===== src/hdl/srvwf_pkg.sv =====
// shared types, constants and command codes for the servo register write framer
// no dependencies
package srvwf_pkg;

	localparam int SRVWF_QUEUE_DEPTH = 2;

	localparam logic [7:0] HDR_BYTE     = 8'hFF;
	localparam logic [7:0] WRITE_INSTR  = 8'h03;
	localparam logic [7:0] ADDR_TORQUE  = 8'h18;
	localparam logic [7:0] ADDR_LED     = 8'h19;
	localparam logic [7:0] ADDR_SPEED   = 8'h20;
	localparam logic [7:0] ADDR_GOAL    = 8'h1E;
	localparam logic [7:0] ADDR_TLIMIT  = 8'h22;
	localparam logic [7:0] TORQUE_ON    = 8'h01;
	localparam logic [7:0] LEN_ONE_DATA = 8'h04;
	localparam logic [7:0] LEN_TWO_DATA = 8'h05;

	typedef enum logic [2:0] {
		CMD_TORQUE_EN = 3'd0,
		CMD_LED       = 3'd1,
		CMD_SPEED     = 3'd2,
		CMD_GOAL      = 3'd3,
		CMD_TLIMIT    = 3'd4
	} cmd_e_t;

	typedef enum logic [3:0] {
		POS_HDR0,
		POS_HDR1,
		POS_ID,
		POS_LEN,
		POS_INSTR,
		POS_ADDR,
		POS_DLO,
		POS_DHI,
		POS_SUM
	} pos_t;

	typedef struct packed {
		logic [2:0]  command;
		logic [7:0]  servo_id;
		logic [15:0] value;
	} cmd_word_t;

	typedef struct packed {
		logic [7:0] packet_byte;
		logic       last_byte;
	} pkt_word_t;

	// classified packet, everything the back end needs
	typedef struct packed {
		logic [7:0] servo_id;
		logic [7:0] address;
		logic [7:0] data_lo;
		logic [7:0] data_hi;
		logic       two_data;
	} frame_t;

	typedef struct packed {
		logic   push;
		frame_t frame;
	} frame_push_t;

	typedef struct packed {
		logic   valid;
		frame_t frame;
	} frame_pop_t;

endpackage


===== src/hdl/servo_register_write_framer.sv =====
// servo register write framer: turns one command into a framed serial write packet
// a command passes through the queue and the back end's output register before its first header byte is shown
// throughput: one packet byte per cycle while pkt_ready is high and a frame is queued; a packet is 8 bytes
//   for one data byte, 9 for two, set by the byte sequencer in the back end
// commands keep being accepted while the queue between front and back has room
// reset: arst_n clears the queue, the sequencer and the output valid flag
module servo_register_write_framer import srvwf_pkg::*; #(
	parameter int QUEUE_DEPTH = SRVWF_QUEUE_DEPTH
) (
	input  logic      clk,
	input  logic      arst_n,
	// command channel
	input  logic      cmd_valid,
	output logic      cmd_ready,
	input  cmd_word_t cmd_word,
	// packet byte channel
	output logic      pkt_valid,
	input  logic      pkt_ready,
	output pkt_word_t pkt_word
);

	frame_push_t push;
	frame_pop_t  head;
	logic        queue_full;
	logic        pop;

	// front: classify commands, unknown codes are taken and dropped
	srvwf_front u_front (
		.cmd_valid  (cmd_valid),
		.cmd_ready  (cmd_ready),
		.cmd_word   (cmd_word),
		.queue_full (queue_full),
		.push       (push)
	);

	// queue of classified frames, lets front and back stall on their own
	srvwf_queue #(
		.DEPTH (QUEUE_DEPTH)
	) u_queue (
		.clk    (clk),
		.arst_n (arst_n),
		.push   (push),
		.full   (queue_full),
		.pop    (pop),
		.head   (head)
	);

	// back: walk the packet one byte per word, checksum on the last
	srvwf_back u_back (
		.clk       (clk),
		.arst_n    (arst_n),
		.head      (head),
		.pop       (pop),
		.pkt_valid (pkt_valid),
		.pkt_ready (pkt_ready),
		.pkt_word  (pkt_word)
	);

endmodule


===== src/hdl/srvwf_front.sv =====
// front end: accepts commands, drops unknown codes, builds the frame descriptor
// depends on srvwf_pkg
module srvwf_front import srvwf_pkg::*; (
	input  logic        cmd_valid,
	output logic        cmd_ready,
	input  cmd_word_t   cmd_word,
	input  logic        queue_full,
	output frame_push_t push
);

	logic known;

	assign cmd_ready = !queue_full;

	always_comb begin
		known                 = 1'b1;
		push.frame.servo_id   = cmd_word.servo_id;
		push.frame.data_lo    = cmd_word.value[7:0];
		push.frame.data_hi    = cmd_word.value[15:8];
		push.frame.two_data   = 1'b1;
		push.frame.address    = ADDR_TLIMIT;
		case (cmd_word.command)
			CMD_TORQUE_EN: begin
				push.frame.address  = ADDR_TORQUE;
				push.frame.data_lo  = TORQUE_ON;
				push.frame.two_data = 1'b0;
			end
			CMD_LED: begin
				push.frame.address  = ADDR_LED;
				push.frame.two_data = 1'b0;
			end
			CMD_SPEED:  push.frame.address = ADDR_SPEED;
			CMD_GOAL:   push.frame.address = ADDR_GOAL;
			CMD_TLIMIT: push.frame.address = ADDR_TLIMIT;
			default:    known = 1'b0;
		endcase
		push.push = cmd_valid && cmd_ready && known;
	end

endmodule


===== src/hdl/srvwf_queue.sv =====
// small descriptor queue between front and back end
// depends on srvwf_pkg
module srvwf_queue import srvwf_pkg::*; #(
	parameter int DEPTH = SRVWF_QUEUE_DEPTH
) (
	input  logic        clk,
	input  logic        arst_n,
	input  frame_push_t push,
	output logic        full,
	input  logic        pop,
	output frame_pop_t  head
);

	localparam int PW = (DEPTH > 1) ? $clog2(DEPTH) : 1;
	localparam int CW = $clog2(DEPTH + 1);

	frame_t          mem_q [DEPTH];
	logic [PW-1:0]   wr_ptr_q;
	logic [PW-1:0]   rd_ptr_q;
	logic [CW-1:0]   count_q;
	logic            do_pop;

	assign full       = (count_q == CW'(DEPTH));
	assign head.valid = (count_q != '0);
	assign head.frame = mem_q[rd_ptr_q];
	assign do_pop     = pop && head.valid;

	always_ff @(posedge clk) begin
		if (push.push) begin
			mem_q[wr_ptr_q] <= push.frame;
		end
	end

	always_ff @(posedge clk or negedge arst_n) begin
		if (!arst_n) begin
			wr_ptr_q <= '0;
			rd_ptr_q <= '0;
			count_q  <= '0;
		end else begin
			if (push.push) begin
				wr_ptr_q <= (wr_ptr_q == PW'(DEPTH - 1)) ? '0 : wr_ptr_q + 1'b1;
			end
			if (do_pop) begin
				rd_ptr_q <= (rd_ptr_q == PW'(DEPTH - 1)) ? '0 : rd_ptr_q + 1'b1;
			end
			if (push.push && !do_pop) begin
				count_q <= count_q + 1'b1;
			end else if (!push.push && do_pop) begin
				count_q <= count_q - 1'b1;
			end
		end
	end

endmodule


===== src/hdl/srvwf_back.sv =====
// back end: byte sequencer with running checksum and output register
// depends on srvwf_pkg
module srvwf_back import srvwf_pkg::*; (
	input  logic       clk,
	input  logic       arst_n,
	input  frame_pop_t head,
	output logic       pop,
	output logic       pkt_valid,
	input  logic       pkt_ready,
	output pkt_word_t  pkt_word
);

	pos_t      pos_q, pos_d;
	frame_t    held_q;
	logic [7:0] sum_q, sum_d;
	logic      out_valid_q;
	pkt_word_t out_q;
	logic      advance;
	logic      emit;
	pkt_word_t byte_d;

	assign advance   = !out_valid_q || pkt_ready;
	assign pkt_valid = out_valid_q;
	assign pkt_word  = out_q;

	always_comb begin
		pos_d          = pos_q;
		sum_d          = sum_q;
		pop            = 1'b0;
		emit           = 1'b0;
		byte_d.packet_byte = HDR_BYTE;
		byte_d.last_byte   = 1'b0;
		case (pos_q)
			POS_HDR0: begin
				if (advance && head.valid) begin
					pop   = 1'b1;
					emit  = 1'b1;
					pos_d = POS_HDR1;
				end
			end
			POS_HDR1: begin
				emit  = advance;
				pos_d = advance ? POS_ID : pos_q;
			end
			POS_ID: begin
				byte_d.packet_byte = held_q.servo_id;
				emit  = advance;
				sum_d = advance ? held_q.servo_id : sum_q;
				pos_d = advance ? POS_LEN : pos_q;
			end
			POS_LEN: begin
				byte_d.packet_byte = held_q.two_data ? LEN_TWO_DATA : LEN_ONE_DATA;
				emit  = advance;
				pos_d = advance ? POS_INSTR : pos_q;
			end
			POS_INSTR: begin
				byte_d.packet_byte = WRITE_INSTR;
				emit  = advance;
				pos_d = advance ? POS_ADDR : pos_q;
			end
			POS_ADDR: begin
				byte_d.packet_byte = held_q.address;
				emit  = advance;
				pos_d = advance ? POS_DLO : pos_q;
			end
			POS_DLO: begin
				byte_d.packet_byte = held_q.data_lo;
				emit  = advance;
				if (advance) begin
					pos_d = held_q.two_data ? POS_DHI : POS_SUM;
				end
			end
			POS_DHI: begin
				byte_d.packet_byte = held_q.data_hi;
				emit  = advance;
				pos_d = advance ? POS_SUM : pos_q;
			end
			POS_SUM: begin
				byte_d.packet_byte = ~sum_q;
				byte_d.last_byte   = 1'b1;
				emit  = advance;
				pos_d = advance ? POS_HDR0 : pos_q;
			end
			default: pos_d = POS_HDR0;
		endcase
		// body bytes after the id add into the checksum
		if (advance && (pos_q == POS_LEN || pos_q == POS_INSTR || pos_q == POS_ADDR
				|| pos_q == POS_DLO || pos_q == POS_DHI)) begin
			sum_d = sum_q + byte_d.packet_byte;
		end
	end

	always_ff @(posedge clk or negedge arst_n) begin
		if (!arst_n) begin
			pos_q       <= POS_HDR0;
			sum_q       <= '0;
			out_valid_q <= 1'b0;
		end else begin
			pos_q <= pos_d;
			sum_q <= sum_d;
			if (advance) begin
				out_valid_q <= emit;
			end
		end
	end

	always_ff @(posedge clk) begin
		if (pop) begin
			held_q <= head.frame;
		end
		if (advance && emit) begin
			out_q <= byte_d;
		end
	end

endmodule

===== config.mk =====
export PLATFORM = sky130hd
export DESIGN_NAME = servo_register_write_framer
export DESIGN_NICKNAME = d
export VERILOG_FILES = /design/src/hdl/srvwf_pkg.sv /design/src/hdl/servo_register_write_framer.sv /design/src/hdl/srvwf_front.sv /design/src/hdl/srvwf_queue.sv /design/src/hdl/srvwf_back.sv
export SDC_FILE = /design/constraint.sdc
export NUM_CORES = 1
export LEC_CHECK = 0
export BUFFER_PORTS_ARGS = -buffer_cell sky130_fd_sc_hd__buf_4
export CAP_MARGIN = 20
export CORE_MARGIN = 1.5
export CORE_UTILIZATION = 50
export DETAILED_ROUTE_END_ITERATION = 12
export PLACE_DENSITY = 0.77
export RECOVER_POWER = 100
export SYNTH_ARGS = -nofsm -noshare
export SYNTH_HDL_FRONTEND = slang
export SYNTH_SLANG_ARGS = --single-unit

===== constraint.sdc =====
create_clock -name clk -period 8.7 [get_ports clk]
set_input_delay 1.74 -clock clk [delete_from_list [all_inputs] [get_ports clk]]
set_output_delay 1.74 -clock clk [all_outputs]
set_load 0.01 [all_outputs]

# After elaboration in Yosys (flattened, before gate mapping)
# Memory sizes are Yosys's and may differ from the RTL's. A register that Yosys moved wholly into a read port is not among the register bits.
# Cells that the tools add are included.
# word_totals
out_inout_bits,11
mem_bits_rw,62
inputBits,31
elab_cells,96
mem_count,1
ff_bits,34
# op_classes
n_eq_ne,22
addsub,5
n_reduce_logical,28
n_mux,30
bitwise_logic,1
# mem_list
memory,words,width,read_ports,rd_clocked_by_memory_dff,write_ports,line_no,rtl
u_queue.mem_q,2,31,1,1,1,srvwf_queue.sv:17,frame_t mem_q [DEPTH];
# ops
cell,count
$pmux 8 s7,1
$mux 4,10
$pmux 4 s9,1
$mux 8,4
$pmux 6 s4,1
$ne 2x1->1 const B,9
$eq 4x3->1 const B,4
$mux 1,10
$reduce_and 9->1,1
$add 8x8->8,1
$eq 4x2->1 const B,2
$logic_and 1x1->1,8
$not 8->8,1
$reduce_bool 2->1,4
$reduce_or 8->1,1
$eq 3x2->1 const B,2
$logic_or 1x1->1,5
$reduce_or 5->1,1
$eq 4x1->1 const B,1
$eq 4x4->1 const B,1
$logic_not 1->1,4
$logic_not 4->1,1
$mux 2,2
$eq 3x1->1 const B,1
9 further kinds,10

# Longest topological paths before layout
# Gate-level depths: netlist (run 1).
# depth
word_depth,9
mapped_depth,14
mapped_depth_nobuf,12

# By module
# Synthesis (run 1) repeated with hierarchy kept, for this count alone.
# hier_totals
hier_cells,417
hier_area_um2,5891.9
# modules_own_cells
module,area_each_um2,cells_per_inst,seq_area_each_um2,instances
srvwf_back,2900.3,258,1586.5,1
srvwf_queue,2723.9,119,2082.0,1
srvwf_front,267.8,40,0.0,1

# Least setup slack after synthesis (run 1)
# No wires, ideal clock.
# synth_timing
path_kind,input -> register
start,in pkt_ready
end,reg u_queue.count_q[1]
setup_slack_ns,3.585
n_path_buf,0
cell_stages,8
setup_time_ns,0.079
arrival_time_ns,5.036
t_required_ns,8.621
cell_sequence,nand2b_1 > nand2b_1 > nor3_1 > inv_1 > ha_1 > xor2_1 > nor2_1 > xor2_1
# synth_between
elab_chain_cells,8
elab_cells_between_ends,10
classes_between,mux: 3; reduce/logical: 7
# synth_lines
item,line_no,rtl
start: declaration,servo_register_write_framer.sv:18,"input logic pkt_ready,"
$logic_or 1x1->1 *,srvwf_back.sv:22,assign advance = !out_valid_q || pkt_ready;
$logic_and 1x1->1 *,srvwf_back.sv:35,if (advance && head.valid) begin
$mux 1 *,srvwf_back.sv:35,
$mux 1 *,srvwf_back.sv:33,case (pos_q)
net pop,servo_register_write_framer.sv:25,logic pop;
$logic_and 1x1->1 *,srvwf_queue.sv:26,assign do_pop = pop && head.valid;
$logic_not 1->1,srvwf_queue.sv:46,if (push.push && !do_pop) begin
$logic_and 1x1->1,srvwf_queue.sv:46,
$mux 2 / $reduce_bool 2->1 (equally long branches),-,
end signal: assignment,srvwf_queue.sv:47,count_q <= count_q + 1'b1;
end signal: assignment,srvwf_queue.sv:49,count_q <= count_q - 1'b1;
end: declaration,srvwf_queue.sv:20,logic [CW-1:0] count_q;
# Mark *: on every way through the listed nets, which the timed path passes. The rest lies on a longest branch.
# A chain may end at the register's enable or synchronous reset.

# Worst setup path after layout (run 1)
# Same ends and word-level chain as after synthesis.

==> flow_metrics.py, run 1 <==
metrics = {
    "floorplanning": {
        "initial_core_util": 0.5183,
        "io_pins": 42,
        "die_w_um": 104.1,
        "die_area_sq_mm": 0.01084,
        "core_sq_mm": 0.009864,
        "die-height_um": 104.1,
        "fp-row-count": 36,
    },
    "synth": {
        "post_synth_top_flop": "sky130_fd_sc_hd__edfxtp_1",
        "netlist_top_cells_area": "sky130_fd_sc_hd__edfxtp_1 58%, sky130_fd_sc_hd__dfrtp_1 8.3%, sky130_fd_sc_hd__mux2_2 6.8%",
        "synth_simple_gate_area_frac": 0.09178,
        "synth_edf_count": 99,
        "synth.lib_cells_used.distinct": 51,
        "postSynthNetCount": 403,
        "post_synthesis_adder_cell_area_fraction": 0.02594,
        "synth.area.mux_share": 0.08297,
        "postSynthAreaPerCell_sq_um": 14.12,
        "synth_compound_area_frac": 0.09594,
        "combinational_family_with_the_most_area_after_synthesis": "compound AO/OA/AOI/OAI gates",
        "ys_async_sr_fraction": 0.1466,
        "yosys_warnings": 0,
        "syn-instance-count": 362,
        "synth.cell_area_sq_mm": 0.005112,
        "synth_seq_cells": 116,
        "proportion_of_netlist_area_held_by_the_largest_area_contributor": 0.5815,
        "seq_area_frac_synth": 0.6647,
        "yosys.area_share.xor_xnor": 0.01713,
        "yosysTopAreaCell": "sky130_fd_sc_hd__edfxtp_1",
    },
    "routing": {
        "detail_route.drc_violations": 0,
        "drt_first_pass_iters": 5,
        "average_via_count_per_standard_cell": 5.539,
        "drt.antenna.violating_nets": 0,
        "finalWirelength_um": 9780,
        "vias": 3085,
        "drt_iter0_markers": 223,
        "detail_route.wl_per_cell_um": 17.56,
    },
    "clocking": {
        "post_cts_buffers": 0,
        "clock-root-buffer": "sky130_fd_sc_hd__clkbuf_8",
        "clock_tree.htree_level_count": 4,
        "cts-resized-gates": 0,
        "ctsHoldBuffers": 0,
        "max-clock-path-buffers": 2,
        "clock_latency_ns": 0.51,
        "cts.sink_count": 116,
        "tritoncts.num_buffers": 17,
        "cts.reportedPaths.clkPinSlew_ns": 0.06,
        "clock_tree_from_tritoncts": "done",
    },
    "sta": {
        "timing.final.crit_period_ns": 4.215,
        "fin_tns_setup_ns": 0,
        "max_slew_margin": -0.02141,
        "timing_hold_violations_final": 0,
        "tightest_slew_ns": 1.511,
        "setup_viol": 0,
        "fin_worst_skew_ns": 0.008227,
        "achievable-frequency_ghz": 0.2373,
        "finalMaxSlewViolations": 10,
        "finalCritPeriodShare": 0.4844,
        "rsz0062_at_grt": "false",
    },
    "power_and_ir_drop": {
        "total_power_mw": 2.446,
        "power_per_cell_area_mw_per_mm2": 404.5,
        "design_internal_power_mw": 1.621,
        "comb_power_share": 0.335,
        "power_switching_mw": 0.8243,
        "power.share.sequential": 0.371,
        "power.clock.fraction": 0.295,
        "total_leakage_power_nw": 2.205,
        "netSwitchingFraction": 0.3370,
        "vdd.ir_drop.worst_uv": 146.0,
    },
    "placed_design": {
        "buffer_ports.inserted": 41,
        "dpl.hpwl_um": 6518,
        "gp_routability_congestion": 0.8700,
    },
    "critical_path": {
        "critical_path.top_delay_family": "buffers and inverters",
        "timing.critical_path.from_type": "primary input",
        "worst-endpoint-arrival_ns": 4.65,
        "setup.worst_path.end_class": "flip-flop",
        "cpMaxStageDelayCell": "sky130_fd_sc_hd__clkbuf_1",
        "cp_common_cell": "sky130_fd_sc_hd__nand2b_1",
        "crit_chain": "clkbuf_4, nand2b_1, nand2b_1, nor3_1, clkbuf_1, inv_1, ha_1, nor2_1, xor2_1",
        "cp.required_ns": 9.13,
        "timing.critical_path.buf_inv": 3,
        "criticalPathCategory": "in -> reg",
        "worst-path-max-fanout": 28,
        "crit_path_max_incr_delay_ns": 1.13,
    },
    "cells_and_area": {
        "area_growth_syn_to_layout_pct": 18.28,
        "drive_gt1_frac": 0.2146,
        "fillCellCount": 736,
        "nNetsFinal": 452,
        "antenna_cells_inserted": 0,
    },
    "grt": {
        "grt_first_pass_wirelength_um": 16060,
        "grt_use_total": 0.1964,
        "grt.overflow.total": 0,
        "grt_start_max_net_pins": 29,
        "grt_pass1_vias": 3174,
        "initial_antenna_violation_count": 0,
    },
    "min_path": {
        "hold_path.class": "reg -> reg",
    },
    "job": {
        "max_cap_violations": 1,
    },
    "run_status": {
        "failed_checks": "max-capacitance violations, max-slew violations",
        "run_status": "finished with violations",
    },
}
power by group through the flow:
| stage | sequential, mW | combinational [mW] | clock (mW) |
|---|---|---|---|
| 5_1_grt | 0.925 | 0.899 | 0.759 |
| 4_1_cts | 0.909 | 0.848 | 0.729 |
| 3_3_place_gp | 0.914 | 0.822 | 0 |
| 6_report | 0.907 | 0.818 | 0.721 |
| 3_5_place_dp | 0.918 | 0.838 | 0 |
| 2_1_floorplan | 0.858 | 0.676 | 0 |
worst register-to-register path, cell delays in order (launching register included):
cell	delay, ns
sky130_fd_sc_hd__dfrtp_1	0.70
sky130_fd_sc_hd__nor4b_1	1.38
sky130_fd_sc_hd__a21o_1	0.25
sky130_fd_sc_hd__o21ai_0	0.21
sky130_fd_sc_hd__fa_1	0.50
sky130_fd_sc_hd__a21o_1	0.19
sky130_fd_sc_hd__a21o_1	0.20
sky130_fd_sc_hd__a21oi_1	0.19
sky130_fd_sc_hd__mux2i_1	0.21
sky130_fd_sc_hd__nand2_1	0.06
kinds of logic (layout without fill, tap and decap cells):
| family | Yosys count | count (layout) |
|---|---|---|
| buf+inv | 26 | 88 |
| compound gates | 77 | 77 |
| flops | 116 | 116 |
| mux | 38 | 38 |
| xor+xnor | 10 | 10 |
| simple gates | 85 | 85 |
| fa+ha+maj | 10 | 10 |
worst paths after layout:
| path | slack, ns | cells past startpoint | end | start |
|---|---|---|---|---|
| min in group asynchronous | 1.41 | 1 | u_back.sum_q[6]$_DFFE_PN0P_ | arst_n |
| min | 0.50 | 1 | u_queue.wr_ptr_q$_DFFE_PN0P_ | u_queue.wr_ptr_q$_DFFE_PN0P_ |
| max reg2reg | 4.70 | 9 | u_back.sum_q[6]$_DFFE_PN0P_ | u_back.pos_q[1]$_DFFE_PN0P_ |
| min reg2reg | 0.50 | 1 | u_queue.wr_ptr_q$_DFFE_PN0P_ | u_queue.wr_ptr_q$_DFFE_PN0P_ |
| max in group asynchronous | 6.64 | 1 | u_queue.wr_ptr_q$_DFFE_PN0P_ | arst_n |
| max | 4.49 | 9 | u_queue.count_q[1]$_DFFE_PN0P_ | pkt_ready |
layout make-up:
type / count / area (sq um) / share of cell area
Sequential cell: 116 / 3398 / 0.5620
Multi-Input combinational cell: 220 / 1562 / 0.2582
Clock buffer: 18 / 417.9 / 0.06911
Timing Repair Buffer: 45 / 262.8 / 0.04345
Clock inverter: 14 / 198.9 / 0.03290
Tap cell: 133 / 166.4 / 0.02752
Inverter: 11 / 41.29 / 0.006828
routing by layer:
layer | wire length [um] | GRT usage | vias up | share of wire
li1 | - | - | 1453 | -
met3 | 503 | 0.05263 | 25 | 0.051
met2 | 4868 | 0.3273 | 120 | 0.50
met5 | 0 | 0 | - | 0
met4 | 221 | 0.07937 | 0 | 0.023
met1 | 4187 | 0.2439 | 1487 | 0.43
per-stage QoR:
| step | util | setup WS (ns) | area (sq um) | hold WS [ns] | std cells |
|---|---|---|---|---|---|
| 3_3_place_gp | 0.5632 | 5.015 | 5555 | 0.4947 | 525 |
| 5_1_grt | 0.6130 | 4.088 | 6047 | 0.5100 | 557 |
| 6_report | 0.6130 | 4.485 | 6047 | 0.4968 | 557 |
| 2_1_floorplan | - | 3.585 | 5112 | 0.4603 | 362 |
| 4_1_cts | 0.6257 | 5.260 | 6172 | 0.5104 | 557 |
| 3_5_place_dp | 0.5632 | 4.956 | 5555 | 0.4985 | 525 |
sequential cells by signal (all words and copies together), names as in the netlist:
name and flops:
u_queue.wr_ptr_q 1, u_queue.count_q 2, u_back.held_q 30, u_back.pkt_word 9, u_queue.rd_ptr_q 1, u_back.pkt_valid 1, u_back.pos_q 4, u_back.sum_q 8
u_queue.mem_q 60
cells in the mapped netlist (all sizes together) (5+ instances only):
| cell type | n |
|---|---|
| edfxtp | 99 |
| mux2 | 32 |
| a21oi | 27 |
| nor2 | 24 |
| nand2 | 18 |
| o21ai | 18 |
| dfrtp | 17 |
| nor2b | 15 |
| inv | 11 |
| buf | 9 |
| ha | 9 |
| nand2b | 7 |
| clkbuf | 6 |
| mux2i | 6 |
| xnor2 | 6 |
| a21o | 5 |
| o22ai | 5 |
cells in the final DEF, fill, tap and decap left out, types with 5 or more instances in the layout:
| cell type | n |
|---|---|
| sky130_fd_sc_hd__nand2_1 | 18 |
| sky130_fd_sc_hd__nand2b_1 | 7 |
| sky130_fd_sc_hd__mux2i_1 | 6 |
| sky130_fd_sc_hd__o22ai_1 | 5 |
| sky130_fd_sc_hd__buf_4 | 10 |
| sky130_fd_sc_hd__inv_1 | 11 |
| sky130_fd_sc_hd__a21o_1 | 5 |
| sky130_fd_sc_hd__nor2b_1 | 15 |
| sky130_fd_sc_hd__ha_1 | 9 |
| sky130_fd_sc_hd__xnor2_1 | 6 |
| sky130_fd_sc_hd__clkbuf_1 | 21 |
| sky130_fd_sc_hd__edfxtp_1 | 99 |
| sky130_fd_sc_hd__a21oi_1 | 27 |
| sky130_fd_sc_hd__dfrtp_1 | 17 |
| sky130_fd_sc_hd__nor2_1 | 24 |
| sky130_fd_sc_hd__o21ai_0 | 18 |
| sky130_fd_sc_hd__clkbuf_16 | 16 |
| sky130_fd_sc_hd__clkbuf_4 | 15 |
| sky130_fd_sc_hd__mux2_2 | 28 |
Power figures use the tool's default switching activity.
==> inputs of run 2 (changes only) <==
--- a/config.mk
+++ b/config.mk
@@ -10,7 +10,7 @@
 export CORE_MARGIN = 1.5
 export CORE_UTILIZATION = 50
 export DETAILED_ROUTE_END_ITERATION = 12
-export PLACE_DENSITY = 0.77
+export PLACE_DENSITY = 0.79
 export RECOVER_POWER = 100
 export SYNTH_ARGS = -nofsm -noshare
 export SYNTH_HDL_FRONTEND = slang
==> constraint.sdc (replaced) <==
create_clock -name clk -period 3.4 [get_ports clk]
set_input_delay 0.68 -clock clk [delete_from_list [all_inputs] [get_ports clk]]
set_output_delay 0.68 -clock clk [all_outputs]
set_load 0.01 [all_outputs]
==> run 2 against run 1 <==
  * The flow still finishes with violations (max-capacitance violations, max-slew violations)
  * Combinational power increased to 2.7 times the previous value
  * First-iteration DRC count shrank 1.8%
  * Critical path depth up 1
  * Critical endpoint is now u_back.sum_q[5]$_DFFE_PN0P_
  * Largest cell class unchanged
==> flow_metrics.py, run 2 (synthesis results as in run 1) <==
metrics = {
    "clocking": {
        "post_cts_buffers": 0,
        "clock-root-buffer": "sky130_fd_sc_hd__clkbuf_8",
        "clock_tree_from_tritoncts": "done",
        "ctsHoldBuffers": 0,
        "clock_latency_ns": 0.53,
        "tritoncts.num_buffers": 17,
        "cts.sink_count": 116,
        "cts-resized-gates": 0,
        "clock_tree.htree_level_count": 4,
        "max-clock-path-buffers": 2,
        "cts.reportedPaths.clkPinSlew_ns": 0.06,
    },
    "cells_and_area": {
        "layout.cells.most_common": "sky130_fd_sc_hd__edfxtp_1",
        "nNetsFinal": 459,
        "most-common-layout-cells": "99 x sky130_fd_sc_hd__edfxtp_1, 31 x sky130_fd_sc_hd__mux2_2, 27 x sky130_fd_sc_hd__a21oi_1",
        "drive_gt1_frac": 0.2390,
        "fillCellCount": 754,
        "area_growth_syn_to_layout_pct": 18.53,
        "antenna_cells_inserted": 0,
        "flip_flop_count_of_the_largest_register_all_copies_and_words_added": 60,
        "largest_register": "u_queue.mem_q",
    },
    "grt": {
        "initial_antenna_violation_count": 0,
        "grt_start_max_net_pins": 31,
        "grt_use_total": 0.2032,
        "grt.overflow.total": 0,
        "grt_first_pass_wirelength_um": 16530,
        "grt_pass1_vias": 3240,
    },
    "min_path": {
        "hold_path.class": "in -> async",
    },
    "sta": {
        "finalMaxSlewViolations": 31,
        "max_slew_margin": -0.1727,
        "rsz0062_at_grt": "false",
        "finalCritPeriodShare": 0.8751,
        "tightest_slew_ns": 1.759,
        "timing_hold_violations_final": 0,
        "fin_tns_setup_ns": 0,
        "timing.final.crit_period_ns": 2.975,
        "setup_viol": 0,
        "achievable-frequency_ghz": 0.3361,
        "fin_worst_skew_ns": 0.01021,
    },
    "power_and_ir_drop": {
        "total_leakage_power_nw": 2.220,
        "netSwitchingFraction": 0.3518,
        "design_internal_power_mw": 3.986,
        "vdd.ir_drop.worst_uv": 550.4,
        "power.clock.fraction": 0.271,
        "power.share.sequential": 0.365,
        "power_per_cell_area_mw_per_mm2": 1015,
        "power_switching_mw": 2.163,
        "comb_power_share": 0.364,
        "total_power_mw": 6.149,
    },
    "placed_design": {
        "buffer_ports.inserted": 41,
        "gp_routability_congestion": 0.8967,
        "dpl.hpwl_um": 6813,
    },
    "critical_path": {
        "timing.critical_path.from_type": "flip-flop",
        "cp.required_ns": 3.80,
        "criticalPathCategory": "reg -> reg",
        "worst-path-max-fanout": 15,
        "worst-endpoint-arrival_ns": 3.38,
        "setup.worst_path.end_class": "flip-flop",
    },
    "routing": {
        "vias": 3112,
        "detail_route.wl_per_cell_um": 17.79,
        "detail_route.drc_violations": 0,
        "drt_iter0_markers": 219,
        "drt_first_pass_iters": 4,
        "drt.antenna.violating_nets": 0,
        "finalWirelength_um": 10030,
        "average_via_count_per_standard_cell": 5.518,
    },
    "floorplanning": {
        "core_sq_mm": 0.009864,
        "die_w_um": 104.1,
        "die_area_sq_mm": 0.01084,
        "initial_core_util": 0.5183,
        "fp-row-count": 36,
        "io_pins": 42,
        "die-height_um": 104.1,
    },
    "job": {
        "max_cap_violations": 1,
    },
    "run_status": {
        "failed_checks": "max-capacitance violations, max-slew violations",
        "run_status": "finished with violations",
    },
}
## run 2: path summary, 6_finish.rpt
kind                            depth (start not counted)                       endpoint                          from  slack [ns]
worst max-delay path                                   10    u_back.sum_q[5]$_DFFE_PN0P_   u_back.pos_q[2]$_DFFE_PN0P_        0.42
worst min-delay path                                    1    u_back.sum_q[6]$_DFFE_PN0P_                        arst_n        0.33
worst max register to register                         10    u_back.sum_q[5]$_DFFE_PN0P_   u_back.pos_q[2]$_DFFE_PN0P_        0.42
worst min register to register                          1   u_queue.wr_ptr_q$_DFFE_PN0P_  u_queue.wr_ptr_q$_DFFE_PN0P_        0.51
max in group asynchronous                               1   u_queue.wr_ptr_q$_DFFE_PN0P_                        arst_n        2.43
min in group clk                                        1  u_queue.mem_q[0][2]$_DFFE_PP_                   cmd_word[9]        0.35
## run 2: per-stage QoR
step                      cells  setup slack, ns  instance area (sq um)  hold WS (ns)    util
after global routing        564           0.1907                   6060        0.3411  0.6143
after global placement      532           0.6699                   5614        0.4937  0.5691
after detailed placement    532           0.5766                   5614        0.4961  0.5691
after CTS                   564           0.5541                   6173      0.006881  0.6258
after floorplan             362           0.3412                   5117        0.3844       -
final                       564           0.4246                   6060        0.3274  0.6143
## run 2: critical path, cell delays in order, from the launching register on
cell and delay (ns):
sky130_fd_sc_hd__dfrtp_1 0.64, sky130_fd_sc_hd__clkbuf_1 0.42, sky130_fd_sc_hd__a21oi_1 0.15, sky130_fd_sc_hd__o22a_1 0.25
sky130_fd_sc_hd__a2111o_1 0.42, sky130_fd_sc_hd__ha_1 0.33, sky130_fd_sc_hd__o21ai_0 0.12, sky130_fd_sc_hd__o21bai_1 0.09
sky130_fd_sc_hd__a21oi_1 0.18, sky130_fd_sc_hd__xor2_1 0.17, sky130_fd_sc_hd__a21oi_1 0.09
## run 2: final cells by class
class | instances | area [sq um] | share of cell area
inverters | 11 | 41.29 | 0.006814
clock inverters | 15 | 145.1 | 0.02395
well taps | 133 | 166.4 | 0.02746
multi-input cells | 220 | 1589 | 0.2622
clock buffers | 17 | 414.1 | 0.06835
flip-flops and latches | 116 | 3398 | 0.5608
repair buffers | 52 | 305.3 | 0.05038
## run 2: power groups by stage
stage | logic [mW] | registers [mW] | clock network, mW
floorplan | 1.73 | 2.19 | 0
global placement | 2.26 | 2.25 | 0
detailed placement | 2.30 | 2.27 | 0
CTS | 2.32 | 2.24 | 1.69
global route | 2.49 | 2.28 | 1.75
finish | 2.24 | 2.24 | 1.67
## run 2: metal layers
| layer | wire (um) | GRT usage | up-vias |
|---|---|---|---|
| met5 | 0 | 0 | - |
| met4 | 286 | 0.1111 | 0 |
| met3 | 401 | 0.05388 | 23 |
| met2 | 4949 | 0.3221 | 81 |
| met1 | 4395 | 0.2552 | 1538 |
| li1 | - | - | 1470 |
==> inputs of run 3 (changes only) <==
--- a/config.mk
+++ b/config.mk
@@ -5,6 +5,7 @@
 export SDC_FILE = /design/constraint.sdc
 export NUM_CORES = 1
 export LEC_CHECK = 0
+export ABC_AREA = 1
 export BUFFER_PORTS_ARGS = -buffer_cell sky130_fd_sc_hd__buf_4
 export CAP_MARGIN = 20
 export CORE_MARGIN = 1.5
==> run 3 against run 2 <==
  * The flow still finishes with violations (max-capacitance violations, max-slew violations)
  * Sequential share of layout area is 0.82 points higher
  * Worst hold slack better by 0.011 ns
  * Critical path type unchanged
  * Largest cell class unchanged
  * Utilization about the same
  * Highest routed layer unchanged
  * Clock skew is 0.0026 ns lower
==> flow_metrics.py, run 3 <==
metrics = {
    "routing": {
        "finalWirelength_um": 9412,
        "average_via_count_per_standard_cell": 5.357,
        "drt_first_pass_iters": 7,
        "detail_route.drc_violations": 0,
        "vias": 3091,
        "detail_route.wl_per_cell_um": 16.31,
        "drt.antenna.violating_nets": 0,
        "drt_iter0_markers": 312,
    },
    "synth": {
        "seq_area_frac_synth": 0.6834,
        "ys_async_sr_fraction": 0.1466,
        "postSynthAreaPerCell_sq_um": 13.40,
        "post_synth_top_flop": "sky130_fd_sc_hd__edfxtp_1",
        "synth_common_cells": "99 x sky130_fd_sc_hd__edfxtp_1, 45 x sky130_fd_sc_hd__nand2_1, 44 x sky130_fd_sc_hd__inv_1, 30 x sky130_fd_sc_hd__mux2_2, 30 x sky130_fd_sc_hd__nor2_1",
        "synth.cell_area_sq_mm": 0.004972,
        "syn-instance-count": 371,
        "yosys_warnings": 0,
        "synth_seq_cells": 116,
        "netlist_top_cells_area": "sky130_fd_sc_hd__edfxtp_1 60%, sky130_fd_sc_hd__dfrtp_1 8.6%, sky130_fd_sc_hd__mux2_2 6.8%",
        "postSynthNetCount": 412,
        "synth.lib_cells_used.distinct": 40,
        "yosysTopAreaCell": "sky130_fd_sc_hd__edfxtp_1",
        "proportion_of_netlist_area_held_by_the_largest_area_contributor": 0.5979,
        "post-synth-top-count-cell": "sky130_fd_sc_hd__edfxtp_1",
        "synth_edf_count": 99,
    },
    "sta": {
        "achievable-frequency_ghz": 0.3295,
        "timing.final.crit_period_ns": 3.035,
        "fin_worst_skew_ns": 0.007581,
        "tightest_slew_ns": 1.801,
        "timing_hold_violations_final": 0,
        "setup_viol": 0,
        "finalMaxSlewViolations": 95,
        "max_slew_margin": -0.2006,
        "finalCritPeriodShare": 0.8927,
        "rsz0062_at_grt": "false",
        "fin_tns_setup_ns": 0,
    },
    "cells_and_area": {
        "drive_gt1_frac": 0.2275,
        "nNetsFinal": 473,
        "area_growth_syn_to_layout_pct": 20.11,
        "layout.cells.most_common": "sky130_fd_sc_hd__edfxtp_1",
        "flip_flop_count_of_the_largest_register_all_copies_and_words_added": 60,
        "antenna_cells_inserted": 0,
        "most-common-layout-cells": "99 x sky130_fd_sc_hd__edfxtp_1, 47 x sky130_fd_sc_hd__nand2_1, 44 x sky130_fd_sc_hd__inv_1",
        "design_area_sq_mm": 0.005972,
        "largest_register": "u_queue.mem_q",
    },
    "critical_path": {
        "cp_common_cell": "sky130_fd_sc_hd__nand2_1",
        "crit_path_max_incr_delay_ns": 0.46,
        "setup.worst_path.end_class": "flip-flop",
        "criticalPathCategory": "reg -> reg",
        "worst-endpoint-arrival_ns": 3.43,
        "cpMaxStageDelayCell": "sky130_fd_sc_hd__dfrtp_1",
        "critical_path.top_delay_family": "simple AND/OR/NAND/NOR gates",
        "timing.critical_path.from_type": "flip-flop",
        "worst-path-max-fanout": 10,
        "timing.critical_path.buf_inv": 0,
        "crit_chain": "nor2_1, nand2_1, nand4_1, nand3_1, ha_1, fa_1, nand3_1, nand2_1, nand2_1, nand2_1, nand2_1, a21oi_1, o21ai_0, nand2_1",
        "cp.required_ns": 3.79,
    },
    "power_and_ir_drop": {
        "total_leakage_power_nw": 2.347,
        "power_per_cell_area_mw_per_mm2": 1029,
        "total_power_mw": 6.146,
        "vdd.ir_drop.worst_uv": 409.5,
    },
    "grt": {
        "grt_pass1_vias": 3062,
        "grt_first_pass_wirelength_um": 15320,
        "grt.overflow.total": 0,
        "grt_start_max_net_pins": 32,
        "grt_use_total": 0.2010,
        "initial_antenna_violation_count": 0,
    },
    "clocking": {
        "clock-root-buffer": "sky130_fd_sc_hd__clkbuf_8",
        "cts.sink_count": 116,
        "tritoncts.num_buffers": 17,
        "post_cts_buffers": 0,
        "clock_latency_ns": 0.51,
        "cts-resized-gates": 0,
        "clock_tree.htree_level_count": 4,
        "cts.reportedPaths.clkPinSlew_ns": 0.06,
        "max-clock-path-buffers": 2,
        "ctsHoldBuffers": 0,
        "clock_tree_from_tritoncts": "done",
    },
    "job": {
        "max_cap_violations": 3,
    },
    "floorplanning": {
        "die_w_um": 102.7,
        "die_area_sq_mm": 0.01055,
        "io_pins": 42,
        "initial_core_util": 0.5111,
        "fp-row-count": 36,
        "core_sq_mm": 0.009729,
        "die-height_um": 102.7,
    },
    "placed_design": {
        "dpl-instance-area_sq_mm": 0.005470,
        "buffer_ports.inserted": 41,
        "dpl.hpwl_um": 6086,
        "gp_routability_congestion": 0.9067,
    },
    "run_status": {
        "run_status": "finished with violations",
        "failed_checks": "max-capacitance violations, max-slew violations",
    },
    "min_path": {
        "hold_path.class": "in -> async",
    },
}
==> run 3: changes by cell type after synthesis, moves of 9 or more <==
cell                      change
sky130_fd_sc_hd__inv_1       +33
sky130_fd_sc_hd__nand2_1     +27
sky130_fd_sc_hd__a21oi_1     -16
sky130_fd_sc_hd__nor2b_1     -15
sky130_fd_sc_hd__nand3_1     +13
sky130_fd_sc_hd__o21ai_0      -9
==> run 3: cells by family (layout without fill, tap and decap cells) <==
kind of cell / after synthesis / after routing / synth area share
flip-flops: 116 / 116 / 0.6834
AND/OR/NAND/NOR: 109 / 109 / 0.1032
buffers and inverters: 51 / 124 / 0.03976
AO/OA/AOI/OAI: 49 / 49 / 0.06845
multiplexers: 30 / 30 / 0.06794
adder cells (fa/ha/maj): 10 / 10 / 0.02667
XOR/XNOR: 6 / 6 / 0.01057
==> run 3: metal layers <==
metal  up-vias  track usage  wire length (um)
li1       1465            -                 -
met1      1480       0.2490              4015
met2       124       0.3281              4751
met3        22      0.06847               480
met4         0      0.07798               165
met5         -            0                 0
==> run 3: metrics by stage <==
step | instances | hold slack, ns | util | setup slack, ns
CTS | 577 | 0.02081 | 0.6240 | 0.5537
global route | 577 | 0.3490 | 0.6138 | 0.1695
floorplan | 371 | 0.3844 | - | 0.5224
finish | 577 | 0.3387 | 0.6138 | 0.3647
detailed placement | 546 | 0.4936 | 0.5622 | 0.6306
global placement | 546 | 0.4826 | 0.5622 | 0.7412
==> run 3: path summary, 6_finish.rpt <==
check	startpoint	end	slack (ns)	cells past startpoint
max in group asynchronous	arst_n	u_back.sum_q[7]$_DFFE_PN0P_	2.42	1
hold / removal	arst_n	u_back.pos_q[2]$_DFFE_PN0P_	0.34	1
hold reg to reg	u_queue.count_q[0]$_DFFE_PN0P_	u_queue.count_q[0]$_DFFE_PN0P_	0.51	1
setup / recovery	u_back.pos_q[0]$_DFFE_PN0P_	u_back.sum_q[6]$_DFFE_PN0P_	0.36	14
min in group clk	cmd_word[10]	u_queue.mem_q[1][3]$_DFFE_PP_	0.37	1
setup reg to reg	u_back.pos_q[0]$_DFFE_PN0P_	u_back.sum_q[6]$_DFFE_PN0P_	0.36	14
==> run 3: final cells by class <==
cell class              instances  area (sq um)
clock inverters                13         182.7
well taps                     133         166.4
multi-input cells             204          1356
repair buffers                 45         264.0
fillers                       738          3757
clock buffers                  18         417.9
inverters                      48         186.4
flip-flops and latches        116          3398
==> run 3: power breakdown <==
part	switching [mW]	leakage [nW]	total, mW	internal [mW]
Sequential	0.175	1.11	2.24	2.06
Clock	0.609	0.297	1.79	1.18
Combinational	1.34	0.936	2.11	0.771
Total	2.13	2.35	6.15	4.02
